--- src/sv/rdh_pkg.sv ---
// ----------------------------------------------------------------------------
// rdh_pkg
// Shared types, codes and sizes for the reuse distance histogram block.
// ----------------------------------------------------------------------------
package rdh_pkg;

	localparam int MAX_WINDOW_DEF = 256;
	localparam int NBINS          = 256;
	localparam int BIN_W          = 8;
	localparam int ADDR_W         = 64;
	localparam int CNT_W          = 64;
	localparam int LEN_W          = 9;

	localparam logic [1:0] OP_ACCESS = 2'd0;
	localparam logic [1:0] OP_BIN    = 2'd1;
	localparam logic [1:0] OP_MEDIAN = 2'd2;

	localparam logic [3:0] ST_CLEAR  = 4'd0;
	localparam logic [3:0] ST_IDLE   = 4'd1;
	localparam logic [3:0] ST_DISP   = 4'd2;
	localparam logic [3:0] ST_SCAN   = 4'd3;
	localparam logic [3:0] ST_COUNT  = 4'd4;
	localparam logic [3:0] ST_HIST   = 4'd5;
	localparam logic [3:0] ST_HWRITE = 4'd6;
	localparam logic [3:0] ST_SLOT   = 4'd7;
	localparam logic [3:0] ST_PRUNE  = 4'd8;
	localparam logic [3:0] ST_BIN    = 4'd9;
	localparam logic [3:0] ST_SUM    = 4'd10;
	localparam logic [3:0] ST_MED    = 4'd11;
	localparam logic [3:0] ST_DEV    = 4'd12;
	localparam logic [3:0] ST_DONE   = 4'd13;

	typedef struct packed {
		logic [3:0] mode;
		logic       start;
		logic       in_ready;
		logic       load_out;
	} cmd_t;

	typedef struct packed {
		logic       accepted;
		logic [1:0] op;
		logic       clr_done;
		logic       pass_done;
		logic       hit;
		logic       prune;
		logic       len_zero;
		logic       out_free;
	} stat_t;

endpackage

--- src/sv/rdh_ctrl.sv ---
// ----------------------------------------------------------------------------
// rdh_ctrl
// Sequencer: steps each request through its scan and histogram passes.
// ----------------------------------------------------------------------------
module rdh_ctrl (
	input  logic           clk,
	input  logic           arst_n,
	input  rdh_pkg::stat_t st,
	output rdh_pkg::cmd_t  cmd
);

	logic [3:0] state_q, state_d;
	logic       start;

	always_comb begin
		state_d = state_q;
		start   = 1'b0;
		case (state_q)
			rdh_pkg::ST_CLEAR: begin
				if (st.clr_done)
					state_d = rdh_pkg::ST_IDLE;
			end
			rdh_pkg::ST_IDLE: begin
				if (st.accepted)
					state_d = rdh_pkg::ST_DISP;
			end
			rdh_pkg::ST_DISP: begin
				case (st.op)
					rdh_pkg::OP_ACCESS: begin
						state_d = rdh_pkg::ST_SCAN;
						start   = 1'b1;
					end
					rdh_pkg::OP_BIN: state_d = rdh_pkg::ST_BIN;
					rdh_pkg::OP_MEDIAN: begin
						if (st.len_zero) begin
							state_d = rdh_pkg::ST_DONE;
						end else begin
							state_d = rdh_pkg::ST_SUM;
							start   = 1'b1;
						end
					end
					default: state_d = rdh_pkg::ST_DONE;
				endcase
			end
			rdh_pkg::ST_SCAN: begin
				if (st.pass_done) begin
					if (st.hit) begin
						state_d = rdh_pkg::ST_COUNT;
						start   = 1'b1;
					end else begin
						state_d = rdh_pkg::ST_HIST;
					end
				end
			end
			rdh_pkg::ST_COUNT: begin
				if (st.pass_done)
					state_d = rdh_pkg::ST_HIST;
			end
			rdh_pkg::ST_HIST: begin
				state_d = st.hit ? rdh_pkg::ST_HWRITE : rdh_pkg::ST_SLOT;
			end
			rdh_pkg::ST_HWRITE: state_d = rdh_pkg::ST_SLOT;
			rdh_pkg::ST_SLOT: begin
				if (st.prune) begin
					state_d = rdh_pkg::ST_PRUNE;
					start   = 1'b1;
				end else begin
					state_d = rdh_pkg::ST_DONE;
				end
			end
			rdh_pkg::ST_PRUNE: begin
				if (st.pass_done)
					state_d = rdh_pkg::ST_DONE;
			end
			rdh_pkg::ST_BIN: state_d = rdh_pkg::ST_DONE;
			rdh_pkg::ST_SUM: begin
				if (st.pass_done) begin
					state_d = rdh_pkg::ST_MED;
					start   = 1'b1;
				end
			end
			rdh_pkg::ST_MED: begin
				if (st.pass_done) begin
					state_d = rdh_pkg::ST_DEV;
					start   = 1'b1;
				end
			end
			rdh_pkg::ST_DEV: begin
				if (st.pass_done)
					state_d = rdh_pkg::ST_DONE;
			end
			rdh_pkg::ST_DONE: begin
				// hold until the result register is free
				if (st.out_free)
					state_d = rdh_pkg::ST_IDLE;
			end
			default: state_d = rdh_pkg::ST_IDLE;
		endcase
	end

	always_ff @(posedge clk or negedge arst_n) begin
		if (!arst_n)
			state_q <= rdh_pkg::ST_CLEAR;
		else
			state_q <= state_d;
	end

	always_comb begin
		cmd.mode     = state_q;
		cmd.start    = start;
		cmd.in_ready = state_q == rdh_pkg::ST_IDLE;
		cmd.load_out = (state_q == rdh_pkg::ST_DONE) && st.out_free;
	end

endmodule

--- config.mk ---
export PLATFORM = sky130hd
export DESIGN_NAME = rdh_ctrl
export DESIGN_NICKNAME = d
export VERILOG_FILES = /design/src/sv/rdh_pkg.sv /design/src/sv/rdh_ctrl.sv
export SDC_FILE = /design/constraint.sdc
export NUM_CORES = 1
export LEC_CHECK = 0
export ABC_AREA = 1
export CORE_UTILIZATION = 25
export DETAILED_ROUTE_END_ITERATION = 8
export DONT_BUFFER_PORTS = 1
export SETUP_SLACK_MARGIN = 0.4
export SKIP_LAST_GASP = 1
export SLEW_MARGIN = 20
export SYNTH_ARGS = -nofsm -noshare
export SYNTH_HDL_FRONTEND = slang
export SYNTH_SLANG_ARGS = --single-unit
--- constraint.sdc ---
create_clock -name clk -period 1.84 [get_ports clk]
set_input_delay 0.276 -clock clk [delete_from_list [all_inputs] [get_ports clk]]
set_output_delay 0.276 -clock clk [all_outputs]
set_load 0.02 [all_outputs]
==> results.py <==
metrics = {
    "global_route": {
        "antenna_found_initial": 0,
        "grt_max_degree": 9,
        "grt_overflow_total": 0,
        "track_usage": 0.127,
        "grt_pass1_wl_mm": 2.40,
        "grt_pass1_vias": 591,
    },
    "floorplan": {
        "die_w_um": 49.1,
        "rows": 16,
        "die_y_um": 49.1,
        "die_area_um2": 2410,
        "initial_core_util": 0.274,
        "num_io_pins": 18,
        "core_um2": 2020,
    },
    "setup_path": {
        "crit_cells": 7,
        "critPathKind": "flop to output pin",
        "worst-endpoint-arrival_ps": 1450,
        "reg2regPathDepth": 10,
        "crit_family": "flip-flops",
        "slowest_delay_ps": 550,
        "crit_buf_inv": 2,
        "startpoint_type": "flop",
        "cp-end-kind": "output pin",
        "cp_cell_sequence": "inv_4 > nor2_4 > nand2_2 > o21ai_2 > nand2_1 > o211ai_1 > buf_4",
        "cp_max_fo": 8,
        "worst_ep_required_time_ps": 1560,
        "critPathSlowestCell": "dfrtp_2",
        "reg2reg_setup_slack_ps": 320,
    },
    "timing": {
        "rsz0062_at_grt": "true",
        "relSlewSlack": 0.789,
        "fmax_mhz": 580,
        "finalHoldViolCount": 0,
        "worst_slew_pin_slew_ps": 317,
        "period_share": 0.937,
        "report.final.slew_viol_count": 0,
        "fin_skew_ps": 0.194,
        "period_minus_slack_ps": 1720,
        "hold_slack_ps": 316,
        "final-setup-viol-count": 0,
    },
    "placed_design": {
        "dp.cells": 125,
        "place.gp.congestion": 0.876,
        "place.port_buffers": 0,
        "hpwlAfterDp_mm": 1.13,
    },
    "min_path": {
        "holdCritPathClass": "input port to async pin",
    },
    "yosys": {
        "syn_nets": 108,
        "synth_area_per_cell_um2": 5.71,
        "synthMuxAreaShare": 0,
        "syn_area_um2": 554,
        "synthSimpleGateAreaFrac": 0.576,
        "netlist_instances": 97,
        "synth-seq-cells": 4,
        "synth-compound-area-share": 0.122,
        "synth_top_family_by_area": "simple AND/OR/NAND/NOR gates",
        "yosysSeqAreaShare": 0.181,
        "synth_warnings": 0,
        "ys_types": 23,
        "synthXorXnorAreaFrac": 0,
        "synth-adder-area-share": 0,
    },
    "layout": {
        "fin_cells": 133,
        "diodes": 0,
        "final_common_cell": "nand2_1",
        "drive_above_1_share": 0.368,
        "largestRegisters": "state_q: 4 flops",
        "largest_register_ff_count": 4,
        "area_growth_pct": 28.7,
        "most-common-layout-cells": "nand2_1, inv_1, nor2_1, nand2_2",
        "fin_nets": 119,
        "regMostFlops": "state_q",
    },
    "routing": {
        "first_pass_iters": 4,
        "vias": 598,
        "post-route-drc-count": 0,
        "drt_iter0_drc": 9,
        "wire_per_inst_um": 10.8,
        "finalWirelength_mm": 1.44,
        "ant_nets": 0,
        "viasPerCell": 4.50,
    },
    "cts": {
        "clock_latency_ps": 230,
        "clock_path_buffers": 2,
        "clock-sinks": 4,
        "cts_tree": "done",
        "path_clk_slew_ps": 40,
        "cts_root_buf": "clkbuf_4",
        "numCtsBuffers": 3,
        "htreeDepth": 1,
    },
    "power_and_ir_drop": {
        "leakage_nw": 0.365,
        "totalPowerFinal_mw": 1.33,
        "power.density_nw_per_um2": 1860,
        "peakVddDrop_v": 0.000625,
    },
    "status": {
        "run_status": "finished, final reports clean",
    },
    "run": {
        "drv_cap": 0,
    },
}
==> per-layer routing <==
| layer | wire length, um | track usage | vias up |
|---|---|---|---|
| li1 | - | - | 316 |
| met1 | 593 | 0.140 | 269 |
| met2 | 766 | 0.219 | 11 |
| met3 | 60 | 0.0343 | 2 |
| met4 | 17 | 0.0686 | 0 |
| met5 | 0 | 0 | - |
==> power breakdown <==
group | total (mW) | switching [mW] | leakage, nW | internal [mW]
registers | 0.314 | 0.171 | 0.0446 | 0.143
logic | 0.908 | 0.562 | 0.306 | 0.346
clock network | 0.106 | 0.0334 | 0.0138 | 0.0728
==> synth_stat cells <==
master | number | share of area
a21boi_2 | 1 | 0.020
a21oi_1 | 3 | 0.027
buf_4 | 1 | 0.014
clkinv_1 | 1 | 0.0068
dfrtp_1 | 4 | 0.18
inv_1 | 12 | 0.081
inv_2 | 3 | 0.020
nand2_1 | 33 | 0.22
nand2_2 | 6 | 0.068
nand2_4 | 2 | 0.041
nand3_1 | 5 | 0.045
nand3b_1 | 1 | 0.014
nand4_1 | 1 | 0.011
nor2_1 | 12 | 0.081
nor2_2 | 2 | 0.023
nor2_4 | 2 | 0.041
nor3_1 | 2 | 0.018
o211ai_1 | 1 | 0.014
o21a_1 | 1 | 0.014
o21ai_0 | 1 | 0.0090
o21ai_1 | 1 | 0.0090
o21ai_4 | 1 | 0.029
or2_2 | 1 | 0.011
==> path summary, 6_finish.rpt <==
check,to,from
min,state_q[1],arst_n
min reg2reg,state_q[0],state_q[0]
max in group asynchronous,state_q[3],arst_n
min in group clk,state_q[3],st[6]
max reg2reg,state_q[2],state_q[3]
max,cmd[2],state_q[3]
==> worst reg2reg max path, cell delays in order (launching register included) <==
cell and delay, ps:
dfrtp_2 520, inv_4 130, nand2_4 70, nor2_4 230
nand2_2 90, nand2_2 90, nor2_4 40, nand2_4 80
inv_2 50, nand2_1 70, nand2_1 40
==> final cells by class <==
class                           instances  area, um2
Multi-Input combinational cell         76        432
Inverter                               16       65.1
Fill cell                             239       1310
Sequential cell                         4        105
Clock buffer                            3       22.5
Timing Repair Buffer                    7       55.1
Tap cell                               27       33.8
==> through the flow <==
stage / utilization / setup TNS, ps / worst slack [ps] / area, um2
6_report: 0.353 / 0 / 115 / 713
3_5_place_dp: 0.300 / 0 / 310 / 606
4_1_cts: 0.347 / 0 / 115 / 702
3_3_place_gp: 0.300 / 0 / 327 / 606
2_1_floorplan: - / 0 / 420 / 564
5_1_grt: 0.353 / -6.07 / -6.07 / 713
==> repair_timing <==
action / CTS / global route
pin swaps: 7 / 2
setup buffers: 3 / 1
endpoints found under the setup margin: 7 / 7
resized for setup: 13 / 1
endpoints found under the hold margin: 4 / 0
hold buffers: 1 / 0
==> cell families (layout without fill, tap and decap cells) <==
family	count (synthesis)	in the layout
compound gates	9	9
buf+inv	17	26
flops	4	4
simple gates	67	67
Note: power is estimated with default switching activity, not from simulation.
